`src/hdl/hbs_pkg.sv`:
```
`timescale 1ns / 1ps
// Shared types, sizes and helpers for the heightmap bilinear sampler.
// No dependencies; every other file refers to it by scoped names.
package hbs_pkg;

    localparam int MAX_COLUMNS = 64;
    localparam int MAX_ROWS    = 64;
    localparam int MAX_PLANES  = 4;
    localparam int FRAC_BITS   = 12;
    localparam int FRAC_ONE    = 1 << FRAC_BITS;

    localparam int STORE_DEPTH = MAX_PLANES * (MAX_COLUMNS + 1) * (MAX_ROWS + 1);
    localparam int ADDR_W      = $clog2(STORE_DEPTH);
    localparam int COL_W       = $clog2(MAX_COLUMNS + 1);
    localparam int ROW_W       = $clog2(MAX_ROWS + 1);
    localparam int PLC_W       = $clog2(MAX_PLANES + 1);
    localparam int CH_W        = $clog2(MAX_ROWS + 2);
    localparam int STRIDE_W    = $clog2((MAX_COLUMNS + 1) * (MAX_ROWS + 1) + 1);
    localparam int AREA_W      = $clog2(MAX_COLUMNS * MAX_ROWS + 1);
    localparam int LXR_W       = COL_W + ROW_W;

    localparam int PLANE_W     = 2;
    localparam int POS_W       = 16;
    localparam int FRAC_W      = 13;
    localparam int SXY_W       = 7;
    localparam int VALUE_W     = 16;
    localparam int STATUS_W    = 2;
    localparam int HEIGHT_W    = 16;
    localparam int TIDX_W      = 14;
    localparam int ORIGIN_W    = 15;
    localparam int COUNT_W     = 7;
    localparam int PCOUNT_W    = 3;
    localparam int DIFF_W      = POS_W + 2;
    localparam int PROD_W      = HEIGHT_W + 1 + FRAC_W + 1;

    localparam int IN_TDATA_W  = 96;
    localparam int OUT_TDATA_W = 32;
    localparam int CFG_IDX_W   = 3;
    localparam int CFG_DATA_W  = 15;

    localparam logic [CFG_IDX_W-1:0] CFG_ORIGIN_X     = 3'd0;
    localparam logic [CFG_IDX_W-1:0] CFG_ORIGIN_Y     = 3'd1;
    localparam logic [CFG_IDX_W-1:0] CFG_TILE_COLUMNS = 3'd2;
    localparam logic [CFG_IDX_W-1:0] CFG_TILE_ROWS    = 3'd3;
    localparam logic [CFG_IDX_W-1:0] CFG_PLANE_COUNT  = 3'd4;

    localparam logic [1:0] CORNER_SW = 2'd0;
    localparam logic [1:0] CORNER_SE = 2'd1;
    localparam logic [1:0] CORNER_NE = 2'd2;
    localparam logic [1:0] CORNER_NW = 2'd3;

    localparam logic [1:0] LSTEP_SOUTH = 2'd0;
    localparam logic [1:0] LSTEP_NORTH = 2'd1;
    localparam logic [1:0] LSTEP_FINAL = 2'd2;

    localparam int QUEUE_DEPTH = 2;
    localparam int QPTR_W      = (QUEUE_DEPTH > 1) ? $clog2(QUEUE_DEPTH) : 1;
    localparam int QCNT_W      = $clog2(QUEUE_DEPTH + 1);

    typedef enum logic {
        OP_WRITE = 1'b0,
        OP_QUERY = 1'b1
    } t_op;

    typedef enum logic [STATUS_W-1:0] {
        ST_OK         = 2'd0,
        ST_POS_OUT    = 2'd1,
        ST_FRAC_HIGH  = 2'd2,
        ST_CORNER_OUT = 2'd3
    } t_status;

    typedef struct packed {
        t_op                        op;
        t_status                    status;
        logic [ADDR_W-1:0]          addr;
        logic [CH_W-1:0]            ch;
        logic [FRAC_W-1:0]          frac_x;
        logic [FRAC_W-1:0]          frac_y;
        logic signed [VALUE_W-1:0]  value;
        logic [TIDX_W-1:0]          tidx;
    } t_job;

    function automatic logic [31:0] clamp_count(input logic [31:0] v, input int hi);
        logic [31:0] r;
        r = v;
        if (v == 32'd0) begin
            r = 32'd1;
        end else if (v > 32'(hi)) begin
            r = 32'(hi);
        end
        return r;
    endfunction

endpackage

```
`src/hdl/hbs_queue.sv`:
```
`timescale 1ns / 1ps
// Short job queue between the front end and the interpolation back end.
// Depends on hbs_pkg for the job type and depth.
module hbs_queue (
    input  logic           i_clk,
    input  logic           i_rst_n,
    input  logic           i_push,
    input  hbs_pkg::t_job  i_job,
    output logic           o_full,
    input  logic           i_pop,
    output logic           o_valid,
    output hbs_pkg::t_job  o_job
);

    hbs_pkg::t_job                r_slot [hbs_pkg::QUEUE_DEPTH];
    logic [hbs_pkg::QPTR_W-1:0]   r_wr_ptr;
    logic [hbs_pkg::QPTR_W-1:0]   r_rd_ptr;
    logic [hbs_pkg::QCNT_W-1:0]   r_count;
    logic                         do_push;
    logic                         do_pop;

    assign o_full  = r_count == hbs_pkg::QCNT_W'(hbs_pkg::QUEUE_DEPTH);
    assign o_valid = r_count != '0;
    assign o_job   = r_slot[r_rd_ptr];
    assign do_push = i_push && !o_full;
    assign do_pop  = i_pop && o_valid;

    always_ff @(posedge i_clk) begin
        if (!i_rst_n) begin
            r_wr_ptr <= '0;
            r_rd_ptr <= '0;
            r_count  <= '0;
        end else begin
            if (do_push) begin
                r_wr_ptr <= (r_wr_ptr == hbs_pkg::QPTR_W'(hbs_pkg::QUEUE_DEPTH - 1)) ?
                            '0 : r_wr_ptr + 1'b1;
            end
            if (do_pop) begin
                r_rd_ptr <= (r_rd_ptr == hbs_pkg::QPTR_W'(hbs_pkg::QUEUE_DEPTH - 1)) ?
                            '0 : r_rd_ptr + 1'b1;
            end
            if (do_push && !do_pop) begin
                r_count <= r_count + 1'b1;
            end else if (do_pop && !do_push) begin
                r_count <= r_count - 1'b1;
            end
        end
    end

    always_ff @(posedge i_clk) begin
        if (do_push) begin
            r_slot[r_wr_ptr] <= i_job;
        end
    end

endmodule

```
`config.mk`:
```
export PLATFORM = sky130hd
export DESIGN_NAME = hbs_queue
export DESIGN_NICKNAME = d
export VERILOG_FILES = /design/src/hdl/hbs_pkg.sv /design/src/hdl/hbs_queue.sv
export SDC_FILE = /design/constraint.sdc
export NUM_CORES = 1
export LEC_CHECK = 0
export ABC_CLOCK_PERIOD_IN_PS = 7990
export BUFFER_PORTS_ARGS = -buffer_cell sky130_fd_sc_hd__buf_2
export CAP_MARGIN = 20
export CORE_MARGIN = 4
export CORE_UTILIZATION = 55
export CTS_CLUSTER_SIZE = 14
export DETAILED_ROUTE_END_ITERATION = 10
export GPL_TIMING_DRIVEN = 0
export PLACE_DENSITY_LB_ADDON = 0.15
export SLEW_MARGIN = 30
export SYNTH_ARGS = -nofsm -noshare
export SYNTH_HDL_FRONTEND = slang
export SYNTH_SLANG_ARGS = --single-unit
export TNS_END_PERCENT = 1
```
`constraint.sdc`:
```
create_clock -name i_clk -period 7.99 [get_ports i_clk]
set_clock_uncertainty 0.1 [all_clocks]
set_input_delay 2.397 -clock i_clk [delete_from_list [all_inputs] [get_ports i_clk]]
set_output_delay 2.397 -clock i_clk [all_outputs]
set_load 0.02 [all_outputs]
```
==> flow_metrics.env <==
export IMPL_arrival_ps=1860
export IMPL_antenna_cells=0
export IMPL_cpLargestDelayFamily="buffers and inverters"
export IMPL_fin_nets=556
export IMPL_track_usage=0.175
export IMPL_cts_hold_buffers=0
export IMPL_max_vdd_ir_drop_v=0.000199
export IMPL_cp_required_ps=5490
export IMPL_ys_seq_elements=167
export IMPL_outcome="finished clean"
export IMPL_clock_latency_ps=510
export IMPL_place_congestion=0.704
export IMPL_synth_area_leaders="edfxtp_1 (80%), mux2_2 (15%), dfxtp_1 (1.6%), buf_6 (1.5%), and2_1 (0.31%)"
export IMPL_dp_cells=591
export IMPL_place_port_buffers=167
export IMPL_cts_num_sinks=167
export IMPL_wire_per_inst_um=17.6
export IMPL_combPwrFrac=0.280
export IMPL_hp_class="reg -> reg"
export IMPL_worstPathCellList="buf_2, buf_6, mux2_2, buf_2"
export IMPL_area_growth_pct=27.8
export IMPL_grt_antenna_before_repair=0
export IMPL_maxCapViolCount=0
export IMPL_die_y_um=113
export IMPL_critical_path_class="reg -> out"
export IMPL_pwr_share_clk=0.295
export IMPL_first_global_vias=3353
export IMPL_fp_row_count=38
export IMPL_dr_pass1_iters=4
export IMPL_start_util=0.563
export IMPL_clk_path_buf_depth=2
export IMPL_ant_nets=0
export IMPL_root_buffer="clkbuf_8"
export IMPL_reg2reg_slack_ps=5970
export IMPL_synth_nets=363
export IMPL_cts_tree="yes"
export IMPL_finalCriticalPeriod_ps=4360
export IMPL_end_kind="output pin"
export IMPL_drv_slew=0
export IMPL_seq_power_share=0.425
export IMPL_grt_start_max_net_pins=46
export IMPL_path_common_cell="buf_2"
export IMPL_p_sw_uw=769
export IMPL_rr_worst_depth=6
export IMPL_numCtsBuffers=17
export IMPL_clk_pin_slew_worst_paths_ps=60
export IMPL_hpwl_mm=7.48
export IMPL_synth_distinct_cells=22
export IMPL_via_per_inst=5.08
export IMPL_cts_resized=0
export IMPL_synth_top_area_cell="edfxtp_1"
export IMPL_netlist_instances=277
export IMPL_critPathSlowestCell="mux2_2"
export IMPL_netlist_area_leader_share=0.796
export IMPL_hold_violations=0
export IMPL_slowest_delay_ps=360
export IMPL_ys_seq_area_frac=0.813
export IMPL_final_layout_size_suffix_gt1_frac=0.612
export IMPL_hold_end="r_count[1]"
export IMPL_r2r_end="r_slot[0][29]"
export IMPL_final_seq_area_sq_um=4960
export IMPL_finalSetupTns_ps=0
export IMPL_final_common_cell="buf_2"
export IMPL_wirelength_mm=11.0
export IMPL_worst_pin_slew_ps=549
export IMPL_drc=0
export IMPL_die_x_um=113
export IMPL_fmax_ghz=0.229
export IMPL_avgSynthCellArea_sq_um=22.1
export IMPL_die_area_sq_um=12900
export IMPL_fin_crit_sh=0.546
export IMPL_syn_area_sq_um=6110
export IMPL_design_portCount=168
export IMPL_whs_ps=414
export IMPL_vias=3162
export IMPL_setup_viol=0
export IMPL_grt_pass1_wl_mm=16.8
export IMPL_htree_num_levels=4
export IMPL_postCtsSetupRepairBufs=0
export IMPL_multi_input_area_sq_um=1050
export IMPL_layout_cells_non_filler=622
export IMPL_core_sq_um=10800
export IMPL_rsz0062_at_grt="false"
export IMPL_fillers=714
export IMPL_crit_path_max_fanout=10
export IMPL_whs_path_depth=2
export IMPL_p_leak_nw=2.94
export IMPL_grt_overflow=0
export IMPL_netSwitchingFraction=0.290
export IMPL_mostFrequentLayoutCells="buf_2 (168), edfxtp_1 (162), mux2_2 (81)"
export IMPL_min_delay_start="r_count[1]"
export IMPL_r2r_start="r_count[0]"
export IMPL_crit_path_start_kind="register"
export IMPL_drtIter0Drc=139
export IMPL_critPathBufInv=3
export IMPL_final_core_util=0.720
export IMPL_power_density_nw_per_um2=340
export IMPL_yosysWarningCount=0
export IMPL_slew_headroom=0.634
export IMPL_intPower_mw=1.88
## cell type report
| type | instances | area share |
|---|---|---|
| Sequential cell | 167 | 0.636 |
| Tap cell | 140 | 0.0224 |
| Multi-Input combinational cell | 99 | 0.135 |
| Clock inverter | 13 | 0.0202 |
| Buffer | 9 | 0.0122 |
| Clock buffer | 18 | 0.0535 |
| Inverter | 2 | 0.000962 |
| Timing Repair Buffer | 174 | 0.120 |
## metrics by stage
| stage | area, sq um | setup WS, ps | total power, mW |
|---|---|---|---|
| CTS | 7800 | 3590 | 2.68 |
| global placement | 7120 | 36.4 | 1.87 |
| finish | 7800 | 3630 | 2.65 |
| detailed placement | 7230 | 4000 | 1.90 |
| global route | 7800 | 3540 | 2.77 |
| floorplan | 6110 | 1750 | 1.65 |
## logic make-up (layout without fill, tap and decap cells)
| family | count (synthesis) | count (layout) | share of synthesized area |
|---|---|---|---|
| DFF | 167 | 167 | 0.813 |
| muxes | 81 | 81 | 0.149 |
| and+or+nand+nor | 9 | 9 | 0.00942 |
| AOI/OAI and AO/OA | 5 | 5 | 0.00533 |
| adders and majority gates | 1 | 1 | 0.00205 |
| xor gates and xnor gates | 3 | 3 | 0.00430 |
| buffers and inverters | 11 | 216 | 0.0168 |
## worst reg2reg max path, stage by stage, from the launching register on
cell and delay (ps):
dfxtp_1 400, nand2b_1 180, inv_2 70, nor3_4 310, buf_6 250, buf_6 210
buf_8 190
## flip-flops by register name (all words and copies together), names as in the netlist, named ones only
name      count
r_slot      162
r_count       2
r_rd_ptr      1
r_wr_ptr      1
## synthesized netlist by cell type
master    count
or2_2         1
dfxtp_1       5
inv_2         1
o21a_1        1
a21boi_0      1
o21ai_1       1
nor2_1        1
xor2_1        1
nor3_2        1
buf_2         1
inv_1         1
xnor2_1       2
buf_6         8
nand2b_1      1
edfxtp_1    162
or3_1         1
a21boi_1      1
and2_1        3
and3_1        1
o21ai_0       1
ha_1          1
mux2_2       81
## worst max-delay path by stage
stage	endpoint	slack (ps)	cells past startpoint
finish	o_job[52]	3630	4
global route	o_job[52]	3540	4
floorplan	r_slot[0][0]	1750	2
detailed placement	r_slot[0][31]	4000	6
CTS	o_job[52]	3590	4
global placement	r_slot[0][73]	40	3
## layer usage
layer  part of all wire  GRT usage  vias up
met3              0.076     0.0684        8
met4             0.0087     0.0601        0
li1                   -          -     1484
met5                  0          0        -
met1               0.39      0.199     1561
met2               0.53      0.304      109
## power groups by stage
stage	Sequential (mW)	Clock (mW)	Combinational (mW)
floorplan	1.15	0	0.506
global placement	1.16	0	0.714
detailed placement	1.15	0	0.752
CTS	1.13	0.799	0.756
global route	1.14	0.841	0.794
finish	1.13	0.782	0.743
No activity file was read; power rests on OpenSTA's default activity.
