**src/hdl/hbs_pkg.sv**
```systemverilog
`timescale 1ns / 1ps
// Shared types, sizes and helpers for the heightmap bilinear sampler.
// No dependencies; every other file refers to it by scoped names.
package hbs_pkg;

    localparam int MAX_COLUMNS = 64;
    localparam int MAX_ROWS    = 64;
    localparam int MAX_PLANES  = 4;
    localparam int FRAC_BITS   = 12;
    localparam int FRAC_ONE    = 1 << FRAC_BITS;

    localparam int STORE_DEPTH = MAX_PLANES * (MAX_COLUMNS + 1) * (MAX_ROWS + 1);
    localparam int ADDR_W      = $clog2(STORE_DEPTH);
    localparam int COL_W       = $clog2(MAX_COLUMNS + 1);
    localparam int ROW_W       = $clog2(MAX_ROWS + 1);
    localparam int PLC_W       = $clog2(MAX_PLANES + 1);
    localparam int CH_W        = $clog2(MAX_ROWS + 2);
    localparam int STRIDE_W    = $clog2((MAX_COLUMNS + 1) * (MAX_ROWS + 1) + 1);
    localparam int AREA_W      = $clog2(MAX_COLUMNS * MAX_ROWS + 1);
    localparam int LXR_W       = COL_W + ROW_W;

    localparam int PLANE_W     = 2;
    localparam int POS_W       = 16;
    localparam int FRAC_W      = 13;
    localparam int SXY_W       = 7;
    localparam int VALUE_W     = 16;
    localparam int STATUS_W    = 2;
    localparam int HEIGHT_W    = 16;
    localparam int TIDX_W      = 14;
    localparam int ORIGIN_W    = 15;
    localparam int COUNT_W     = 7;
    localparam int PCOUNT_W    = 3;
    localparam int DIFF_W      = POS_W + 2;
    localparam int PROD_W      = HEIGHT_W + 1 + FRAC_W + 1;

    localparam int IN_TDATA_W  = 96;
    localparam int OUT_TDATA_W = 32;
    localparam int CFG_IDX_W   = 3;
    localparam int CFG_DATA_W  = 15;

    localparam logic [CFG_IDX_W-1:0] CFG_ORIGIN_X     = 3'd0;
    localparam logic [CFG_IDX_W-1:0] CFG_ORIGIN_Y     = 3'd1;
    localparam logic [CFG_IDX_W-1:0] CFG_TILE_COLUMNS = 3'd2;
    localparam logic [CFG_IDX_W-1:0] CFG_TILE_ROWS    = 3'd3;
    localparam logic [CFG_IDX_W-1:0] CFG_PLANE_COUNT  = 3'd4;

    localparam logic [1:0] CORNER_SW = 2'd0;
    localparam logic [1:0] CORNER_SE = 2'd1;
    localparam logic [1:0] CORNER_NE = 2'd2;
    localparam logic [1:0] CORNER_NW = 2'd3;

    localparam logic [1:0] LSTEP_SOUTH = 2'd0;
    localparam logic [1:0] LSTEP_NORTH = 2'd1;
    localparam logic [1:0] LSTEP_FINAL = 2'd2;

    localparam int QUEUE_DEPTH = 2;
    localparam int QPTR_W      = (QUEUE_DEPTH > 1) ? $clog2(QUEUE_DEPTH) : 1;
    localparam int QCNT_W      = $clog2(QUEUE_DEPTH + 1);

    typedef enum logic {
        OP_WRITE = 1'b0,
        OP_QUERY = 1'b1
    } t_op;

    typedef enum logic [STATUS_W-1:0] {
        ST_OK         = 2'd0,
        ST_POS_OUT    = 2'd1,
        ST_FRAC_HIGH  = 2'd2,
        ST_CORNER_OUT = 2'd3
    } t_status;

    typedef struct packed {
        t_op                        op;
        t_status                    status;
        logic [ADDR_W-1:0]          addr;
        logic [CH_W-1:0]            ch;
        logic [FRAC_W-1:0]          frac_x;
        logic [FRAC_W-1:0]          frac_y;
        logic signed [VALUE_W-1:0]  value;
        logic [TIDX_W-1:0]          tidx;
    } t_job;

    function automatic logic [31:0] clamp_count(input logic [31:0] v, input int hi);
        logic [31:0] r;
        r = v;
        if (v == 32'd0) begin
            r = 32'd1;
        end else if (v > 32'(hi)) begin
            r = 32'(hi);
        end
        return r;
    endfunction

endpackage

```
**src/hdl/hbs_front.sv**
```systemverilog
`timescale 1ns / 1ps
// Front end: configuration registers, input register, bounds checks and
// address / tile index generation. Depends on hbs_pkg.
module hbs_front (
    input  logic                             i_clk,
    input  logic                             i_rst_n,
    input  logic                             i_cfg_we,
    input  logic [hbs_pkg::CFG_IDX_W-1:0]    i_cfg_index,
    input  logic [hbs_pkg::CFG_DATA_W-1:0]   i_cfg_data,
    input  logic                             i_valid,
    output logic                             o_ready,
    input  logic                             i_op,
    input  logic [hbs_pkg::PLANE_W-1:0]      i_plane,
    input  logic [hbs_pkg::POS_W-1:0]        i_pos_x,
    input  logic [hbs_pkg::POS_W-1:0]        i_pos_y,
    input  logic [hbs_pkg::FRAC_W-1:0]       i_frac_x,
    input  logic [hbs_pkg::FRAC_W-1:0]       i_frac_y,
    input  logic [hbs_pkg::SXY_W-1:0]        i_sample_x,
    input  logic [hbs_pkg::SXY_W-1:0]        i_sample_y,
    input  logic [hbs_pkg::VALUE_W-1:0]      i_sample_value,
    output logic                             o_push,
    output hbs_pkg::t_job                    o_job,
    input  logic                             i_full
);

    typedef struct packed {
        hbs_pkg::t_op                      op;
        logic [hbs_pkg::PLANE_W-1:0]       plane;
        logic signed [hbs_pkg::POS_W-1:0]  pos_x;
        logic signed [hbs_pkg::POS_W-1:0]  pos_y;
        logic [hbs_pkg::FRAC_W-1:0]        frac_x;
        logic [hbs_pkg::FRAC_W-1:0]        frac_y;
        logic [hbs_pkg::SXY_W-1:0]         sample_x;
        logic [hbs_pkg::SXY_W-1:0]         sample_y;
        logic [hbs_pkg::VALUE_W-1:0]       value;
    } t_item;

    typedef struct packed {
        hbs_pkg::t_op                      op;
        hbs_pkg::t_status                  status;
        logic [hbs_pkg::COL_W-1:0]         lx;
        logic [hbs_pkg::ROW_W-1:0]         ly;
        logic [hbs_pkg::ADDR_W-1:0]        ps;
        logic [hbs_pkg::TIDX_W-1:0]        pa;
        logic [hbs_pkg::FRAC_W-1:0]        frac_x;
        logic [hbs_pkg::FRAC_W-1:0]        frac_y;
        logic [hbs_pkg::VALUE_W-1:0]       value;
    } t_cls;

    logic signed [hbs_pkg::ORIGIN_W-1:0]  r_origin_x;
    logic signed [hbs_pkg::ORIGIN_W-1:0]  r_origin_y;
    logic [hbs_pkg::COUNT_W-1:0]          r_tile_columns;
    logic [hbs_pkg::COUNT_W-1:0]          r_tile_rows;
    logic [hbs_pkg::PCOUNT_W-1:0]         r_plane_count;
    logic [hbs_pkg::STRIDE_W-1:0]         r_stride;
    logic [hbs_pkg::AREA_W-1:0]           r_area;

    logic [hbs_pkg::COL_W-1:0]            cols;
    logic [hbs_pkg::ROW_W-1:0]            rows;
    logic [hbs_pkg::PLC_W-1:0]            planes;

    logic                                 r_in_v;
    t_item                                r_in;
    logic                                 r_cls_v;
    t_cls                                 r_cls;
    t_cls                                 n_cls;

    logic                                 adv_in;
    logic                                 adv_cls;
    logic signed [hbs_pkg::DIFF_W-1:0]    diff_x;
    logic signed [hbs_pkg::DIFF_W-1:0]    diff_y;
    logic                                 plane_bad;
    logic [hbs_pkg::LXR_W-1:0]            lxr;

    assign cols   = hbs_pkg::COL_W'(hbs_pkg::clamp_count(32'(r_tile_columns),
                                                         hbs_pkg::MAX_COLUMNS));
    assign rows   = hbs_pkg::ROW_W'(hbs_pkg::clamp_count(32'(r_tile_rows),
                                                         hbs_pkg::MAX_ROWS));
    assign planes = hbs_pkg::PLC_W'(hbs_pkg::clamp_count(32'(r_plane_count),
                                                         hbs_pkg::MAX_PLANES));

    always_ff @(posedge i_clk) begin
        if (!i_rst_n) begin
            r_origin_x     <= '0;
            r_origin_y     <= '0;
            r_tile_columns <= hbs_pkg::COUNT_W'(64);
            r_tile_rows    <= hbs_pkg::COUNT_W'(64);
            r_plane_count  <= hbs_pkg::PCOUNT_W'(4);
        end else if (i_cfg_we) begin
            unique case (i_cfg_index)
                hbs_pkg::CFG_ORIGIN_X:     r_origin_x     <= i_cfg_data;
                hbs_pkg::CFG_ORIGIN_Y:     r_origin_y     <= i_cfg_data;
                hbs_pkg::CFG_TILE_COLUMNS: r_tile_columns <= i_cfg_data[hbs_pkg::COUNT_W-1:0];
                hbs_pkg::CFG_TILE_ROWS:    r_tile_rows    <= i_cfg_data[hbs_pkg::COUNT_W-1:0];
                hbs_pkg::CFG_PLANE_COUNT:  r_plane_count  <= i_cfg_data[hbs_pkg::PCOUNT_W-1:0];
                default: ;
            endcase
        end
    end

    always_ff @(posedge i_clk) begin
        r_stride <= hbs_pkg::STRIDE_W'((32'(cols) + 32'd1) * (32'(rows) + 32'd1));
        r_area   <= hbs_pkg::AREA_W'(32'(cols) * 32'(rows));
    end

    assign adv_cls = r_cls_v && !i_full;
    assign adv_in  = r_in_v && (!r_cls_v || adv_cls);
    assign o_ready = !r_in_v || adv_in;

    always_comb begin
        diff_x = hbs_pkg::DIFF_W'(r_in.pos_x) - hbs_pkg::DIFF_W'(r_origin_x);
        diff_y = hbs_pkg::DIFF_W'(r_in.pos_y) - hbs_pkg::DIFF_W'(r_origin_y);
        plane_bad = 32'(r_in.plane) >= 32'(planes);

        n_cls        = '0;
        n_cls.op     = r_in.op;
        n_cls.status = hbs_pkg::ST_OK;
        n_cls.ps     = hbs_pkg::ADDR_W'(hbs_pkg::ADDR_W'(r_in.plane) *
                                        hbs_pkg::ADDR_W'(r_stride));
        n_cls.pa     = hbs_pkg::TIDX_W'(hbs_pkg::TIDX_W'(r_in.plane) *
                                        hbs_pkg::TIDX_W'(r_area));
        n_cls.frac_x = r_in.frac_x;
        n_cls.frac_y = r_in.frac_y;
        n_cls.value  = r_in.value;
        if (r_in.op == hbs_pkg::OP_WRITE) begin
            n_cls.lx = hbs_pkg::COL_W'(r_in.sample_x);
            n_cls.ly = hbs_pkg::ROW_W'(r_in.sample_y);
            if (plane_bad || 32'(r_in.sample_x) > 32'(cols) ||
                32'(r_in.sample_y) > 32'(rows)) begin
                n_cls.status = hbs_pkg::ST_CORNER_OUT;
            end
        end else begin
            n_cls.lx = hbs_pkg::COL_W'(diff_x);
            n_cls.ly = hbs_pkg::ROW_W'(diff_y);
            if (32'(r_in.frac_x) > 32'(hbs_pkg::FRAC_ONE) ||
                32'(r_in.frac_y) > 32'(hbs_pkg::FRAC_ONE)) begin
                n_cls.status = hbs_pkg::ST_FRAC_HIGH;
            end else if (plane_bad || diff_x < 0 || diff_y < 0 ||
                         diff_x >= $signed(hbs_pkg::DIFF_W'(cols)) ||
                         diff_y >= $signed(hbs_pkg::DIFF_W'(rows))) begin
                n_cls.status = hbs_pkg::ST_POS_OUT;
            end
        end
    end

    always_comb begin
        lxr          = hbs_pkg::LXR_W'(r_cls.lx) * hbs_pkg::LXR_W'(rows);
        o_push       = adv_cls;
        o_job.op     = r_cls.op;
        o_job.status = r_cls.status;
        o_job.addr   = r_cls.ps + hbs_pkg::ADDR_W'(lxr) + hbs_pkg::ADDR_W'(r_cls.lx) +
                       hbs_pkg::ADDR_W'(r_cls.ly);
        o_job.ch     = hbs_pkg::CH_W'(32'(rows) + 32'd1);
        o_job.frac_x = r_cls.frac_x;
        o_job.frac_y = r_cls.frac_y;
        o_job.value  = r_cls.value;
        o_job.tidx   = hbs_pkg::TIDX_W'(32'(r_cls.pa) + 32'(lxr) + 32'(r_cls.ly));
    end

    always_ff @(posedge i_clk) begin
        if (!i_rst_n) begin
            r_in_v  <= 1'b0;
            r_cls_v <= 1'b0;
        end else begin
            if (o_ready) begin
                r_in_v <= i_valid;
            end
            if (adv_in) begin
                r_cls_v <= 1'b1;
            end else if (adv_cls) begin
                r_cls_v <= 1'b0;
            end
        end
    end

    always_ff @(posedge i_clk) begin
        if (o_ready && i_valid) begin
            r_in.op       <= hbs_pkg::t_op'(i_op);
            r_in.plane    <= i_plane;
            r_in.pos_x    <= i_pos_x;
            r_in.pos_y    <= i_pos_y;
            r_in.frac_x   <= i_frac_x;
            r_in.frac_y   <= i_frac_y;
            r_in.sample_x <= i_sample_x;
            r_in.sample_y <= i_sample_y;
            r_in.value    <= i_sample_value;
        end
        if (adv_in) begin
            r_cls <= n_cls;
        end
    end

endmodule

```
**config.mk**
```make
export PLATFORM = sky130hd
export DESIGN_NAME = hbs_front
export DESIGN_NICKNAME = d
export VERILOG_FILES = /design/src/hdl/hbs_pkg.sv /design/src/hdl/hbs_front.sv
export SDC_FILE = /design/constraint.sdc
export NUM_CORES = 1
export LEC_CHECK = 0
export ABC_AREA = 1
export BUFFER_PORTS_ARGS = -buffer_cell sky130_fd_sc_hd__buf_2
export CORE_MARGIN = 8
export CORE_UTILIZATION = 45
export CTS_CLUSTER_DIAMETER = 40
export CTS_CLUSTER_SIZE = 30
export DETAILED_ROUTE_END_ITERATION = 16
export PLACE_DENSITY = 0.65
export SLEW_MARGIN = 25
export SYNTH_ARGS = -nofsm -noshare
export SYNTH_HDL_FRONTEND = slang
export SYNTH_SLANG_ARGS = --single-unit
```
**constraint.sdc**
```tcl
create_clock -name i_clk -period 7.1 [get_ports i_clk]
set_clock_uncertainty 0.15 [all_clocks]
set_input_delay 1.065 -clock i_clk [delete_from_list [all_inputs] [get_ports i_clk]]
set_output_delay 1.065 -clock i_clk [all_outputs]
set_load 0.005 [all_outputs]
```
==> flow_metrics.tcl <==
set metrics [dict create \
    outcome "finished, violations left" \
    violations_in_the_final_reports "setup timing" \
    initial_utilization 0.457 \
    async_flop_share 0 \
    globalRoute.totalOverflow 0 \
    worstHoldPathType "flop to flop" \
    ctsLongestPathBuffers 3 \
    gr-usage-all-layers 0.191 \
    synthesis.yosys.warnings 0 \
    yosysSeqAreaShare 0.358 \
    layout.filler_cells 3715 \
    io_buffers 196 \
    critical_path.max_fanout 4 \
    comb_pwr_share 0.253 \
    maxSlewViolCount 0 \
    grt_first_pass_wirelength_mm 76.6 \
    vdd_drop_max_mv 0.220 \
    cp_top_family "adder cells" \
    dieArea_um2 49600 \
    die_ht_um 223 \
    max_cap_viol_count 0 \
    synth_edf_count 179 \
    share_seq_of_total_power 0.349 \
    drt_iter0_drc 957 \
    mapped_cells 2170 \
    post_route_cells_drive_above_1_share 0.207 \
    synth_area_per_cell_um2 8.86 \
    sequential_cell_area_um2 6880 \
    post-route-min-period_ns 7.24 \
    setup-tns-final_ns -0.539 \
    critPathKind "flop to output port" \
    power.clock.fraction 0.398 \
    gp_congestion 0.927 \
    synth_top_area_share 0.280 \
    power.switching_uw 1550 \
    power.static_leakage_uw 0.0116 \
    detail-route-antenna-nets 0 \
    final_net_count 2865 \
    worstMarginPinSlew_ns 0.913 \
    rsz0062_at_grt "yes" \
    postLayoutSetupSlackWorst_ns -0.140 \
    clkSinkCount 254 \
    clock.fmax_mhz 138 \
    most-common-layout-cells "sky130_fd_sc_hd__nand2_1 (418), sky130_fd_sc_hd__inv_1 (398), sky130_fd_sc_hd__buf_2 (196), sky130_fd_sc_hd__ha_1 (187), sky130_fd_sc_hd__edfxtp_1 (179)" \
    cts_buffers 39 \
    worst_setup_path_start_kind "flop" \
    critical_path.max_stage_delay_ns 0.50 \
    cpMaxStageDelayCell "sky130_fd_sc_hd__fa_1" \
    design.portCount 197 \
    crit_buf_inv 9 \
    cts_tree "done" \
    wire_per_inst_um 16.0 \
    utilization 0.556 \
    cts_hold_repair.buffers 0 \
    final-hold-violation-count 0 \
    finalSetupViolCount 7 \
    core_um2 42000 \
    drc_errors 0 \
    cp_data_arrival_time_ns 6.02 \
    clkTransAtPathRegs_ns 0.06 \
    max-slew-margin-rel 0.391 \
    via_per_inst 4.91 \
    detailed_place_hpwl_mm 37.8 \
    route.final.wire_length_mm 47.8 \
    initial_antenna_violation_count 2 \
    power-per-cell-area_nw_per_um2 216 \
    ff2ff_setup_slack_ns 0.46 \
    total_vias_in_the_final_route 14710 \
    worst_setup_path_end_kind "output port" \
    ys_types 55 \
    vias_in_the_first_global_route 15019 \
    detail_route.first_pass.iterations 5 \
    ys_ff_latch 254 \
    yosys-top-cells-area "sky130_fd_sc_hd__edfxtp_1 (28%), sky130_fd_sc_hd__ha_1 (14%), sky130_fd_sc_hd__fa_1 (11%), sky130_fd_sc_hd__nand2_1 (8.4%), sky130_fd_sc_hd__inv_1 (8.0%)" \
    multi_input_area_um2 11100 \
    largest_area_contributor_in_the_netlist "sky130_fd_sc_hd__edfxtp_1" \
    syn2layout_area_growth_pct 21.5 \
    grt_max_degree 82 \
    p_int_uw 3490 \
    core.rowCount 75 \
    most_frequent_standard_cell_in_the_layout_excluding_fill_and_tap_cells "sky130_fd_sc_hd__nand2_1" \
    clock_h_tree_levels 2 \
    worst_skew_pair.late_latency_ns 0.56 \
    worstPathRequired_ns 5.88 \
    fp.dieW_um 223 \
    final_min_period_over_clock_period 1.02 \
    hold_ws_ns 0.268 \
    switch_share 0.307 \
    synthesis.area_um2 19200 \
    clk_root_buffer_cell "sky130_fd_sc_hd__clkbuf_16" \
    synth_flop_cell "sky130_fd_sc_hd__edfxtp_1" \
]
==> sequential cells by signal, indices dropped and copies added, names as in the netlist <==
| name | count |
|---|---|
| r_cls | 43 |
| o_job | 45 |
| r_area | 13 |
| r_origin_x | 15 |
| r_stride | 13 |
| r_plane_count | 3 |
| r_in | 48 |
| r_cls_v | 1 |
| r_tile_columns | 7 |
| r_tile_rows | 7 |
| n_cls | 43 |
| r_in_v | 1 |
| r_origin_y | 15 |
==> metrics by stage <==
step                setup slack (ns)  power, µW  std cells  instance area [µm²]
CTS                           -0.106       5040       2989                23200
floorplan                     0.0132       2470       2178                19200
global route                  -0.440       5300       2995                23400
global placement             0.00497       2830       2900                20900
detailed placement           -0.0398       2850       2900                20900
finish                        -0.140       5030       2995                23400
==> path summary, 6_finish.rpt <==
path | to | cells past startpoint | start
setup / recovery | o_job[77] | 29 | r_tile_rows[6]
hold / removal | o_job[14] | 0 | n_cls[0]
setup reg to reg | r_stride[11] | 29 | r_tile_rows[6]
hold reg to reg | o_job[14] | 0 | n_cls[0]
==> per-layer routing <==
| metal | wire length [µm] | part of all wire | global-route usage |
|---|---|---|---|
| met4 | 1420 | 0.030 | 0.0733 |
| met2 | 23200 | 0.49 | 0.325 |
| met3 | 2350 | 0.049 | 0.0321 |
| met1 | 20800 | 0.44 | 0.241 |
| met5 | 0 | 0 | 0 |
==> final cells by class <==
type	count	area share
Antenna cell	2	0.000214
Inverter	423	0.0686
Timing Repair Buffer	277	0.0703
Sequential cell	254	0.295
Tap cell	539	0.0289
Clock buffer	43	0.0446
Clock inverter	29	0.0163
Multi-Input combinational cell	1428	0.476
==> synthesized netlist by cell type (3+ instances only) <==
| cell type | instances |
|---|---|
| sky130_fd_sc_hd__nand3_1 | 54 |
| sky130_fd_sc_hd__and2_1 | 5 |
| sky130_fd_sc_hd__edfxtp_1 | 179 |
| sky130_fd_sc_hd__dfxtp_1 | 75 |
| sky130_fd_sc_hd__nand2_1 | 429 |
| sky130_fd_sc_hd__a21oi_1 | 134 |
| sky130_fd_sc_hd__a31oi_1 | 8 |
| sky130_fd_sc_hd__nand4_1 | 14 |
| sky130_fd_sc_hd__a211oi_1 | 4 |
| sky130_fd_sc_hd__a21o_1 | 4 |
| sky130_fd_sc_hd__nor3_2 | 3 |
| sky130_fd_sc_hd__nor4_1 | 7 |
| sky130_fd_sc_hd__ha_1 | 221 |
| sky130_fd_sc_hd__o21ai_1 | 8 |
| sky130_fd_sc_hd__o2111ai_1 | 5 |
| sky130_fd_sc_hd__o21bai_1 | 6 |
| sky130_fd_sc_hd__inv_1 | 408 |
| sky130_fd_sc_hd__clkinv_1 | 3 |
| sky130_fd_sc_hd__xor2_1 | 64 |
| sky130_fd_sc_hd__buf_4 | 46 |
| sky130_fd_sc_hd__o21ai_0 | 76 |
| sky130_fd_sc_hd__clkbuf_1 | 24 |
| sky130_fd_sc_hd__xnor2_1 | 35 |
| sky130_fd_sc_hd__inv_2 | 10 |
| sky130_fd_sc_hd__nand3b_1 | 8 |
| sky130_fd_sc_hd__nand3_2 | 3 |
| sky130_fd_sc_hd__nor3_1 | 8 |
| sky130_fd_sc_hd__nand2_2 | 11 |
| sky130_fd_sc_hd__nor2_2 | 6 |
| sky130_fd_sc_hd__fa_1 | 107 |
| sky130_fd_sc_hd__nor2_1 | 171 |
==> worst reg2reg max path, delay by kind of cell (launching register included) <==
kind,cells,cell delay [ns]
buffers and inverters,10,1.30
DFF,1,0.37
adders and majority gates,6,2.33
and+or+nand+nor,7,0.88
AOI/OAI and AO/OA,4,0.59
xor gates and xnor gates,2,0.85
==> kinds of logic (layout without fill, tap and decap cells) <==
group                    Yosys count  count (layout)  share of synthesized area
adder cells (fa/ha/maj)          328             328                      0.255
flip-flops                       254             254                      0.358
AO/OA/AOI/OAI                    265             265                     0.0768
buffers and inverters            496             772                      0.107
XOR/XNOR                          99              99                     0.0451
other                              2              12                   0.000391
AND/OR/NAND/NOR                  726             726                      0.158
==> power by group through the flow <==
stage | Sequential [µW] | Clock (µW) | Combinational [µW]
final | 1760 | 2000 | 1270
after global routing | 1770 | 2110 | 1420
after CTS | 1760 | 2060 | 1220
after detailed placement | 1790 | 0 | 1060
after global placement | 1790 | 0 | 1040
after floorplan | 1760 | 0 | 707
==> timing repair <==
action                                  CTS  global route
pin swaps                                63            13
resized for setup                       127            22
endpoints found under the setup margin   14            15
buffers inserted                         17             3
hold endpoints to repair                  0             0
Power figures use the tool's default switching activity.
